File: src/rtl/mcc_pkg.sv
// Shared constants, register codes, state and command types for the mask filter.
`default_nettype none
package mcc_pkg;

    localparam int MASK_DIM     = 3;
    localparam int NCELL        = MASK_DIM * MASK_DIM;
    localparam int CELL_W       = $clog2(NCELL);
    localparam int MAX_LINE_DEF = 1024;

    localparam int PIX_W  = 8;
    localparam int COEF_W = 8;
    localparam int DIV_W  = 16;
    localparam int IMW_W  = 11;
    localparam int IMH_W  = 16;
    localparam int ACC_W  = 21;
    localparam int ABS_W  = 11;
    localparam int DVD_W  = 20;
    localparam int CNT_W  = $clog2(DVD_W);

    localparam int CFG_W     = 64;
    localparam int CFG_IDX_W = 3;

    localparam logic [CFG_IDX_W-1:0] REG_COEF_LOW     = 3'd0;
    localparam logic [CFG_IDX_W-1:0] REG_COEF_HIGH    = 3'd1;
    localparam logic [CFG_IDX_W-1:0] REG_DIVISOR      = 3'd2;
    localparam logic [CFG_IDX_W-1:0] REG_MODE         = 3'd3;
    localparam logic [CFG_IDX_W-1:0] REG_IMAGE_WIDTH  = 3'd4;
    localparam logic [CFG_IDX_W-1:0] REG_IMAGE_HEIGHT = 3'd5;

    localparam logic CMD_PIXEL = 1'b0;
    localparam logic CMD_DRAIN = 1'b1;

    localparam logic [7:0] PIX_MAX = 8'hFF;

    typedef enum logic [3:0] {
        ST_IDLE,
        ST_CHECK,
        ST_CELL_ADDR,
        ST_CELL_READ,
        ST_CELL_MAC,
        ST_DIV_LOAD_A,
        ST_DIV_A,
        ST_DIV_LOAD_B,
        ST_DIV_B,
        ST_EMIT
    } mcc_state_t;

    typedef struct packed {
        logic step_in;
        logic win_start;
        logic cell_addr;
        logic cell_read;
        logic cell_mac;
        logic div_load_a;
        logic div_load_b;
        logic div_step;
        logic emit;
    } mcc_cmd_t;

    typedef struct packed {
        logic fire;
        logic cell_last;
        logic div_last;
        logic out_free;
    } mcc_status_t;

endpackage
`default_nettype wire

File: src/rtl/mcc_ctrl.sv
// Sequencer for the mask filter: accept, window walk, two divisions, emit.
`default_nettype none
module mcc_ctrl
    import mcc_pkg::*;
(
    input  wire logic        clk,
    input  wire logic        rst_n,
    input  wire logic        in_valid,
    input  wire mcc_status_t status,
    output logic             in_ready,
    output mcc_cmd_t         cmd
);

    mcc_state_t state_reg;
    mcc_state_t state_next;

    always_ff @(posedge clk or negedge rst_n)
    begin
        if (!rst_n)
        begin
            state_reg <= ST_IDLE;
        end
        else
        begin
            state_reg <= state_next;
        end
    end

    always_comb
    begin
        state_next = state_reg;
        case (state_reg)
            ST_IDLE:
            begin
                if (in_valid)
                begin
                    state_next = ST_CHECK;
                end
            end
            ST_CHECK:      state_next = status.fire ? ST_CELL_ADDR : ST_IDLE;
            ST_CELL_ADDR:  state_next = ST_CELL_READ;
            ST_CELL_READ:  state_next = ST_CELL_MAC;
            ST_CELL_MAC:   state_next = status.cell_last ? ST_DIV_LOAD_A : ST_CELL_ADDR;
            ST_DIV_LOAD_A: state_next = ST_DIV_A;
            ST_DIV_A:      state_next = status.div_last ? ST_DIV_LOAD_B : ST_DIV_A;
            ST_DIV_LOAD_B: state_next = ST_DIV_B;
            ST_DIV_B:      state_next = status.div_last ? ST_EMIT : ST_DIV_B;
            ST_EMIT:
            begin
                if (status.out_free)
                begin
                    state_next = ST_IDLE;
                end
            end
            default:       state_next = ST_IDLE;
        endcase
    end

    always_comb
    begin
        cmd      = '0;
        in_ready = 1'b0;
        case (state_reg)
            ST_IDLE:
            begin
                in_ready    = 1'b1;
                cmd.step_in = in_valid;
            end
            ST_CHECK:      cmd.win_start  = status.fire;
            ST_CELL_ADDR:  cmd.cell_addr  = 1'b1;
            ST_CELL_READ:  cmd.cell_read  = 1'b1;
            ST_CELL_MAC:   cmd.cell_mac   = 1'b1;
            ST_DIV_LOAD_A: cmd.div_load_a = 1'b1;
            ST_DIV_A:      cmd.div_step   = 1'b1;
            ST_DIV_LOAD_B: cmd.div_load_b = 1'b1;
            ST_DIV_B:      cmd.div_step   = 1'b1;
            ST_EMIT:       cmd.emit       = status.out_free;
            default:       cmd            = '0;
        endcase
    end

endmodule
`default_nettype wire

File: config.mk
export PLATFORM = sky130hd
export DESIGN_NAME = mcc_ctrl
export DESIGN_NICKNAME = d
export VERILOG_FILES = /design/src/rtl/mcc_pkg.sv /design/src/rtl/mcc_ctrl.sv
export SDC_FILE = /design/constraint.sdc
export NUM_CORES = 1
export LEC_CHECK = 0
export ABC_CLOCK_PERIOD_IN_PS = 1520
export BUFFER_PORTS_ARGS = -buffer_cell sky130_fd_sc_hd__buf_4
export CORE_AREA = 2 2 39 41
export DETAILED_ROUTE_END_ITERATION = 8
export DIE_AREA = 0 0 41 43
export GPL_ROUTABILITY_DRIVEN = 0
export PLACE_DENSITY_LB_ADDON = 0.3
export SLEW_MARGIN = 10
export SYNTH_ARGS = -nofsm -noshare
export SYNTH_HDL_FRONTEND = slang
export SYNTH_SLANG_ARGS = --single-unit
File: constraint.sdc
create_clock -name clk -period 1.52 [get_ports clk]
set_input_delay 0.076 -clock clk [delete_from_list [all_inputs] [get_ports clk]]
set_output_delay 0.076 -clock clk [all_outputs]
set_load 0.02 [all_outputs]
==> impl_metrics.py, run 1 <==
metrics = {
    "clock_network": {
        "max-clock-path-buffers": 2,
        "clk_pin_slew_ns": 0.04,
        "cts-buffers-inserted": 3,
        "cts_tree": "yes",
        "cts_root_buf": "clkbuf_4",
        "clock_latency_ns": 0.24,
        "cts.sink_count": 4,
        "htree_levels": 1,
    },
    "sta": {
        "relSlewSlack_pct": 81.9,
        "post-route-period-util_pct": 97.1,
        "tightest_slew_ns": 0.272,
        "final_max_slew_viol_count": 0,
        "hold_viol": 0,
        "layout_min_cycle_time_ns": 1.48,
        "max_freq_mhz": 677,
        "fin_skew_ns": 0.00399,
        "fin_ws_ns": 0.0434,
        "whs_ns": 0.0525,
        "setup_viol": 0,
    },
    "logic_synthesis": {
        "ys_top_cells_by_area": "dfrtp_1 29%, nand2b_1 9.2%, nor2_1 6.6%, a21oi_1 5.9%, buf_2 5.9%",
        "synth-warning-count": 0,
        "ys_ff_latch": 4,
        "synth_area_sq_um": 340,
        "syn_nets": 54,
        "synth_edf_count": 0,
        "yosysTopAreaCell": "dfrtp_1",
        "ys.flop_type": "dfrtp_1",
        "ys_seq_area_share_pct": 29.4,
        "synth_top_cell_area_share_pct": 29.4,
        "yosys-top-cells-count": "6 x nor2_1, 5 x nand2b_1",
        "yosys.cell_types.count": 20,
        "async_reset_ff_share_pct": 100,
        "yosysMostFrequentCell": "nor2_1",
        "postSynthCellCount": 47,
        "syn_avg_cell_area_sq_um": 7.24,
    },
    "critical_path": {
        "end_kind": "output pin",
        "reg2reg_depth": 3,
        "crit_end": "cmd[1]",
        "crit_required_ns": 1.44,
        "critical_path_class": "reg2out",
        "worstReg2RegStart": "state_reg[2]$_DFFE_PN0P_",
        "start_kind": "register",
        "r2r_slack_ns": 0.20,
        "cp.arrival_ns": 1.40,
        "r2r-end": "state_reg[0]$_DFFE_PN0P_",
        "crit_start": "state_reg[3]$_DFFE_PN0P_",
        "path_max_fanout": 12,
    },
    "die": {
        "fp.dieH_microns": 43,
        "die_area_sq_um": 1760,
        "core_area_sq_um": 1380,
        "initial_core_util_pct": 24.6,
        "placementRows": 14,
        "fp.dieW_microns": 41,
        "ios": 17,
    },
    "layout": {
        "layout.nets": 76,
        "final_area_sq_um": 541,
        "num_antenna_cells": 0,
        "layoutNonFillerInstCount": 83,
        "largest_register_ffs": 4,
        "area_growth_syn_to_layout_pct": 58.8,
        "drive_gt1_share_pct": 40.3,
        "postLayoutCoreUtil_pct": 39.1,
    },
    "placement": {
        "post-place-ws_ns": 0.201,
        "io_buffers": 16,
        "dp_hpwl_microns": 717,
        "dpl-instance-area_sq_um": 497,
        "place_inst": 79,
    },
    "routing": {
        "final_antenna_net_count": 0,
        "first_iter_violations": 4,
        "drc": 0,
        "vias": 406,
        "wirelength_microns": 1010,
        "routed_via_density": 4.89,
        "first_pass_iters": 3,
        "post_drt_wl_per_cell_microns": 12.2,
    },
    "global_route": {
        "antenna_found_initial": 0,
        "grt_pass1_wl_microns": 1510,
        "grt_pass1_vias": 380,
        "track_usage_pct": 13.4,
        "grt_max_degree": 15,
        "grt_overflow_total": 0,
    },
    "status": {
        "status": "completed",
    },
    "flow_run": {
        "drv_cap": 0,
    },
    "min_path": {
        "min_path_type": "in2reg",
    },
    "power": {
        "powerDensity_nw_per_um2": 1950,
        "p_leak_nw": 0.253,
        "ir_worst_vdd_v": 0.000696,
    },
}
[power breakdown]
part	total, mW	internal, mW	switching [mW]
registers	0.253	0.155	0.0985
clock network	0.133	0.0884	0.0450
logic	0.670	0.318	0.352
[logic make-up after synthesis]
group	count (synthesis)	synth area share [%]
AND/OR/NAND/NOR	25	38.2
AO/OA/AOI/OAI	11	19.1
multiplexers	2	6.25
buffers and inverters	5	6.98
flip-flops	4	29.4
[stage by stage]
stage	total power, mW	TNS, ns
after floorplan	0.643	0
after global placement	0.879	0
after detailed placement	0.882	0
after CTS	1.02	0
after global routing	1.14	-0.0231
final	1.06	0
[critical path, cell delays in order (launching register included)]
cell      delay (ns)
dfrtp_2         0.48
nand2b_1        0.18
mux2_2          0.27
nor2_1          0.09
buf_4           0.15
[placed cells by master (no fill, tap or decap)]
cell type,n
buf_4,20
nor2_1,6
nand2b_1,5
nor3_1,4
a21oi_1,4
and3_1,3
nand2_1,3
o21ai_0,3
clkbuf_4,3
dfrtp_2,2
dfrtp_1,2
inv_1,1
nor4_4,1
and2_1,1
nor2b_1,1
mux2_2,1
or4_1,1
o211ai_1,1
o22ai_1,1
mux2i_1,1
o21a_1,1
a211o_1,1
dlygate4sd3_1,1
[timing repair]
item / CTS / global route
endpoints found under the setup margin: 0 / 5
hold buffers: 1 / 0
endpoints found under the hold margin: 4 / 0
setup buffers: 0 / 0
gates resized for setup: 0 / 3
[how the worst min path moves through the flow]
stage	startpoint	to	cells after the start
floorplan	rst_n	state_reg[0]$_DFFE_PN0P_	0
global placement	rst_n	state_reg[1]$_DFFE_PN0P_	1
detailed placement	rst_n	state_reg[2]$_DFFE_PN0P_	1
CTS	status[0]	state_reg[0]$_DFFE_PN0P_	2
global route	status[0]	state_reg[0]$_DFFE_PN0P_	2
finish	status[0]	state_reg[0]$_DFFE_PN0P_	2
[area by class of cell]
cell class,instances,area (sq um)
clock buffer,3,22.5
timing repair buffer,21,160
sequential,4,103
multi-input combinational,38,231
fill,147,843
inverter,1,3.75
tap,16,20.0
[per-layer routing]
metal / global-route usage (%) / share of wire (%) / vias to the layer above
li1: - / - / 206
met1: 15.2 / 46 / 183
met2: 18.4 / 45 / 13
met3: 6.28 / 5.9 / 4
met4: 10.0 / 2.3 / 0
met5: 0 / 0 / -
Note: power is estimated with default switching activity, not from simulation.
==> run 2: changes to the inputs <==
==> constraint.sdc (replaced) <==
create_clock -name clk -period 1.52 [get_ports clk]
set_input_delay 0.076 -clock clk [delete_from_list [all_inputs] [get_ports clk]]
set_output_delay 0.076 -clock clk [all_outputs]
set_load 0.05 [all_outputs]
==> run 2 against run 1 <==
Net effect:
- register-to-register slack worse by 0.03 ns
- clock power about the same
- first-iteration DRC count up 75%
- worst hold slack better by 0.030 ns
- combinational power up 47%
- clock-buffer cell count unchanged
- die area unchanged
- fmax up 0.58%
- non-clock buffer count up 3
- global-route usage up 1.1 points
- critical endpoint unchanged
==> impl_metrics.py, run 2 (synthesis results as in run 1) <==
metrics = {
    "power": {
        "pwr-share-clk_pct": 9.7,
        "powerDensity_nw_per_um2": 2230,
        "comb_power_share_pct": 73.3,
        "ir_worst_vdd_v": 0.000656,
        "p_int_mw": 0.636,
        "power.share.sequential_pct": 17.0,
        "p_sw_mw": 0.706,
        "netSwitchingFraction_pct": 52.6,
        "p_leak_nw": 0.277,
    },
    "die": {
        "die_area_sq_um": 1760,
        "placementRows": 14,
        "core_area_sq_um": 1380,
        "initial_core_util_pct": 24.6,
        "fp.dieW_microns": 41,
        "fp.dieH_microns": 43,
        "ios": 17,
    },
    "global_route": {
        "track_usage_pct": 14.4,
        "grt_pass1_vias": 401,
        "grt_pass1_wl_microns": 1680,
        "grt_max_degree": 10,
        "grt_overflow_total": 0,
        "antenna_found_initial": 0,
    },
    "clock_network": {
        "clk_pin_slew_ns": 0.03,
        "cts_root_buf": "clkbuf_4",
        "cts.sink_count": 4,
        "cts-buffers-inserted": 3,
        "cts_tree": "yes",
        "max-clock-path-buffers": 2,
        "clock_latency_ns": 0.23,
        "htree_levels": 1,
    },
    "layout": {
        "final_area_sq_um": 601,
        "layout.nets": 79,
        "drive_gt1_share_pct": 50.0,
        "num_antenna_cells": 0,
        "largest_register_ffs": 4,
        "area_growth_syn_to_layout_pct": 76.5,
        "layoutNonFillerInstCount": 86,
        "layout_common_cells": "18 x buf_4, 5 x nor2_1, 5 x buf_6",
        "mostFrequentLayoutCell": "buf_4",
    },
    "flow_run": {
        "drv_cap": 0,
    },
    "routing": {
        "final_antenna_net_count": 0,
        "first_pass_iters": 4,
        "wirelength_microns": 1010,
        "post_drt_wl_per_cell_microns": 11.8,
        "drc": 0,
        "vias": 429,
        "first_iter_violations": 7,
        "routed_via_density": 4.99,
    },
    "placement": {
        "post-place-ws_ns": 0.156,
        "io_buffers": 16,
        "dpl-instance-area_sq_um": 520,
        "dp_hpwl_microns": 743,
        "place_inst": 80,
    },
    "sta": {
        "post-route-period-util_pct": 96.6,
        "hold_viol": 0,
        "layout_min_cycle_time_ns": 1.47,
        "fin_setup_tns_ns": 0,
        "max_freq_mhz": 681,
        "relSlewSlack_pct": 86.8,
        "setup_viol": 0,
        "tightest_slew_ns": 0.197,
        "final_max_slew_viol_count": 0,
        "fin_ws_ns": 0.0519,
        "fin_skew_ns": 0.00405,
    },
    "critical_path": {
        "end_kind": "output pin",
        "worstReg2RegStart": "state_reg[2]$_DFFE_PN0P_",
        "r2r_slack_ns": 0.17,
        "critical_path_class": "reg2out",
        "reg2reg_depth": 3,
        "crit_required_ns": 1.44,
        "path_max_fanout": 7,
        "cp.arrival_ns": 1.39,
        "start_kind": "register",
        "r2r-end": "state_reg[0]$_DFFE_PN0P_",
    },
    "min_path": {
        "whs_endpoint": "state_reg[0]$_DFFE_PN0P_",
        "holdPathStages": 2,
        "min_path_type": "in2reg",
        "min-delay-start": "status[0]",
    },
    "status": {
        "status": "completed",
    },
}
-- run 2: cell types whose count changed in the layout (fill, tap and decap cells not counted) --
cell / previous run / this run
nor2b_1: 1 / 0
nor3_2: 0 / 1
nor2_2: 0 / 1
buf_4: 20 / 18
nor2_1: 6 / 5
nand2b_1: 5 / 4
nand2b_4: 0 / 1
dfrtp_2: 2 / 3
nor2b_2: 0 / 1
buf_6: 0 / 5
dfrtp_1: 2 / 1
nor3_1: 4 / 3
-- run 2: layer usage --
metal / GRT usage [%] / part of all wire, %
met3: 3.14 / 5.4
met4: 10.0 / 0
met5: 0 / 0
met1: 18.3 / 41
met2: 20.6 / 54
-- run 2: worst max-delay path by stage --
stage | from | to | slack (ns)
global placement | state_reg[2]$_DFFE_PN0P_ | state_reg[0]$_DFFE_PN0P_ | 0.15
floorplan | state_reg[3]$_DFFE_PN0P_ | cmd[3] | -0.34
CTS | state_reg[3]$_DFFE_PN0P_ | cmd[1] | 0.002
finish | state_reg[2]$_DFFE_PN0P_ | cmd[1] | 0.05
detailed placement | state_reg[2]$_DFFE_PN0P_ | state_reg[0]$_DFFE_PN0P_ | 0.16
global route | state_reg[3]$_DFFE_PN0P_ | cmd[8] | -0.002
-- run 2: power by group through the flow --
| stage | Clock (mW) | Sequential [mW] | Combinational (mW) |
|---|---|---|---|
| after CTS | 0.136 | 0.228 | 0.928 |
| after floorplan | 0 | 0.183 | 0.684 |
| after global placement | 0 | 0.223 | 0.918 |
| after global routing | 0.141 | 0.236 | 1.06 |
| after detailed placement | 0 | 0.221 | 0.915 |
| final | 0.131 | 0.228 | 0.983 |
-- run 2: worst max-delay path, stage by stage (launching register included) --
cell	delay (ns)
dfrtp_2	0.46
nand2b_1	0.18
mux2_2	0.27
nor2_2	0.09
buf_6	0.16
-- run 2: cell type report --
class / count / area [sq um]
inverter: 1 / 3.75
fill: 142 / 783
clock buffer: 3 / 22.5
timing repair buffer: 24 / 201
tap: 16 / 20.0
sequential: 4 / 104
multi-input combinational: 38 / 249
-- run 2: metrics by stage --
stage / hold WS, ns / power, mW / util (%)
floorplan: -0.220 / 0.867 / -
global placement: -0.127 / 1.14 / 37.6
detailed placement: -0.127 / 1.14 / 37.6
CTS: 0.0883 / 1.29 / 40.6
global route: 0.108 / 1.44 / 43.4
finish: 0.0822 / 1.34 / 43.4
-- run 2: timing repair --
item | in CTS | in global routing
setup endpoints to repair | 1 | 5
buffers inserted | 0 | 2
endpoints found under the hold margin | 4 | 0
pin swaps | 0 | 2
gates resized for setup | 2 | 8
gates cloned | 0 | 0
hold buffers | 1 | 0
==> run 3: changes to the inputs <==
--- a/config.mk
+++ b/config.mk
@@ -5,7 +5,8 @@
 export SDC_FILE = /design/constraint.sdc
 export NUM_CORES = 1
 export LEC_CHECK = 0
-export ABC_CLOCK_PERIOD_IN_PS = 1520
+export ABC_AREA = 1
+export ABC_CLOCK_PERIOD_IN_PS = 1900
 export BUFFER_PORTS_ARGS = -buffer_cell sky130_fd_sc_hd__buf_4
 export CORE_AREA = 2 2 39 41
 export DETAILED_ROUTE_END_ITERATION = 8
==> constraint.sdc (replaced) <==
create_clock -name clk -period 1.9 [get_ports clk]
set_input_delay 0.095 -clock clk [delete_from_list [all_inputs] [get_ports clk]]
set_output_delay 0.095 -clock clk [all_outputs]
set_load 0.05 [all_outputs]
==> run 3 against run 2 <==
Net effect:
- flip-flop and latch count stayed put
- sequential power shrank 24%
- combinational power is 33% lower
- register-to-register slack improved by 0.59 ns
- first-iteration DRC count unchanged
- critical path depth increased by 1
- worst hold slack better by 0.010 ns
- core utilization fell by 6.2 points
==> impl_metrics.py, run 3 <==
metrics = {
    "critical_path": {
        "worstReg2RegStart": "state_reg[1]$_DFFE_PN0P_",
        "reg2reg_depth": 8,
        "r2r-end": "state_reg[0]$_DFFE_PN0P_",
        "cp_top_family": "flip-flops",
        "cp.arrival_ns": 1.33,
        "crit_required_ns": 1.80,
        "critPathMaxStageDelay_ns": 0.44,
        "crit_path_cell_trace": "inv_2 -> nor2_2 -> inv_1 -> nor4_2 -> buf_4",
        "r2r_slack_ns": 0.76,
        "crit_start": "state_reg[0]$_DFFE_PN0P_",
        "critical_path_class": "reg2out",
        "end_kind": "output pin",
        "path_max_fanout": 5,
        "start_kind": "register",
        "timing.critical_path.buf_inv": 3,
        "crit_path_top_delay_cell": "dfrtp_1",
        "crit_end": "cmd[0]",
        "worstSetupPathDepth": 5,
    },
    "sta": {
        "fin_setup_tns_ns": 0,
        "layout_min_cycle_time_ns": 1.42,
        "max_freq_mhz": 703,
        "rsz0062_at_grt": "no",
        "relSlewSlack_pct": 86.2,
        "tightest_slew_ns": 0.206,
        "hold_viol": 0,
        "final_max_slew_viol_count": 0,
        "setup_viol": 0,
        "fin_skew_ns": 0.00187,
        "whs_ns": 0.0922,
        "post-route-period-util_pct": 74.9,
    },
    "min_path": {
        "min_path_type": "in2reg",
        "min-delay-start": "status[2]",
    },
    "logic_synthesis": {
        "synth-warning-count": 0,
        "postSynthCellCount": 52,
        "yosysTopAreaCell": "dfrtp_1",
        "ys.flop_type": "dfrtp_1",
        "synth_area_sq_um": 335,
        "syn_nets": 59,
        "ys_top_cells_by_area": "dfrtp_1 30%, nand2_1 15%, nor2_2 9.3%, inv_1 9.0%, nor2_1 6.7%",
        "async_reset_ff_share_pct": 100,
        "syn_avg_cell_area_sq_um": 6.45,
        "yosys-top-cells-count": "13 x nand2_1, 8 x inv_1, 6 x nor2_1",
        "synth_edf_count": 0,
        "yosys.cell_types.count": 15,
        "ys_ff_latch": 4,
        "yosysMostFrequentCell": "nand2_1",
        "ys_seq_area_share_pct": 29.9,
        "synth_top_cell_area_share_pct": 29.9,
    },
    "power": {
        "powerDensity_nw_per_um2": 1820,
        "ir_worst_vdd_v": 0.000668,
        "p_leak_nw": 0.290,
    },
    "die": {
        "core_area_sq_um": 1380,
        "placementRows": 14,
        "die_area_sq_um": 1760,
        "ios": 17,
        "initial_core_util_pct": 24.2,
        "fp.dieW_microns": 41,
        "fp.dieH_microns": 43,
    },
    "global_route": {
        "grt_pass1_vias": 341,
        "grt_max_degree": 6,
        "track_usage_pct": 11.6,
        "antenna_found_initial": 0,
        "grt_overflow_total": 0,
        "grt_pass1_wl_microns": 1340,
    },
    "routing": {
        "routed_via_density": 4.23,
        "drc": 0,
        "first_iter_violations": 7,
        "vias": 372,
        "final_antenna_net_count": 0,
        "first_pass_iters": 2,
        "post_drt_wl_per_cell_microns": 9.19,
        "wirelength_microns": 809,
    },
    "layout": {
        "largest_register_ffs": 4,
        "layout_common_cells": "16 x buf_4, 13 x nand2_1, 8 x inv_1",
        "layout.nets": 81,
        "num_antenna_cells": 0,
        "drive_gt1_share_pct": 47.2,
        "area_growth_syn_to_layout_pct": 53.4,
        "mostFrequentLayoutCell": "buf_4",
    },
    "placement": {
        "io_buffers": 16,
        "dp_hpwl_microns": 688,
    },
    "clock_network": {
        "htree_levels": 1,
        "cts_hold_buf": 1,
        "clock_latency_ns": 0.23,
        "post_cts_resize_count": 0,
        "cts.sink_count": 4,
        "cts_setup_buffers": 0,
        "cts_tree": "yes",
        "clk_pin_slew_ns": 0.03,
        "cts_root_buf": "clkbuf_4",
        "cts-buffers-inserted": 3,
        "max-clock-path-buffers": 2,
    },
    "status": {
        "status": "completed",
    },
    "flow_run": {
        "drv_cap": 0,
    },
}
run 3: changes by cell type after synthesis, moves of 3 or more:
cell      delta
nor3_1       -3
buf_2        -4
inv_2        +4
inv_1        +7
and3_1       -3
nand2b_1     -5
nand2_1     +10
a21oi_1      -4
nor2_2       +5
o21ai_0      -3
run 3: layout make-up:
cell class | instances | area (sq um)
fillers | 150 | 870
multi-input cells | 36 | 196
clock buffers | 3 | 22.5
well taps | 16 | 20.0
inverters | 12 | 45.0
flip-flops and latches | 4 | 100
repair buffers | 17 | 130
run 3: how the worst min path moves through the flow:
stage	slack [ns]	to	cells past startpoint
2_1_floorplan	-0.20	state_reg[0]$_DFFE_PN0P_	0
3_3_place_gp	-0.11	state_reg[3]$_DFFE_PN0P_	1
3_5_place_dp	-0.11	state_reg[3]$_DFFE_PN0P_	1
4_1_cts	0.09	state_reg[1]$_DFFE_PN0P_	2
5_1_grt	0.09	state_reg[1]$_DFFE_PN0P_	2
6_report	0.09	state_reg[1]$_DFFE_PN0P_	2
run 3: cells by family after synthesis:
family | after synthesis | synth area share (%)
AO/OA/AOI/OAI | 2 | 5.22
flip-flops | 4 | 29.9
AND/OR/NAND/NOR | 34 | 51.5
buffers and inverters | 12 | 13.4
run 3: per-stage QoR:
step           instances  total power, mW  setup slack (ns)  cell area, sq um  utilization [%]
2_1_floorplan         52            0.672             0.131               342                -
3_3_place_gp          84            0.841             0.709               482             34.8
3_5_place_dp          84            0.838             0.701               482             34.8
4_1_cts               88            0.949             0.449               514             37.2
5_1_grt               88             1.01             0.371               514             37.2
6_report              88            0.936             0.478               514             37.2
run 3: metal layers:
metal / track usage [%] / vias to the layer above / part of all wire [%]
met5: 0 / - / 0
met4: 6.00 / 0 / 0
met3: 4.71 / 0 / 6.8
met2: 16.9 / 14 / 47
met1: 14.0 / 160 / 46
li1: - / 198 / -
run 3: worst register-to-register path, stage by stage, from the launching register on:
cell and delay (ns):
dfrtp_1 0.42, nor2_2 0.21, inv_2 0.06, nor2_2 0.10, nand2_1 0.06, nand2_1 0.05
inv_1 0.04, nand2_1 0.05, nand2_1 0.04
run 3: power breakdown:
| group | internal, mW | total, mW | leakage [nW] | switching, mW |
|---|---|---|---|---|
| Clock | 0.0704 | 0.101 | 0.0138 | 0.0306 |
| Sequential | 0.121 | 0.173 | 0.0515 | 0.0514 |
| Combinational | 0.198 | 0.662 | 0.225 | 0.464 |
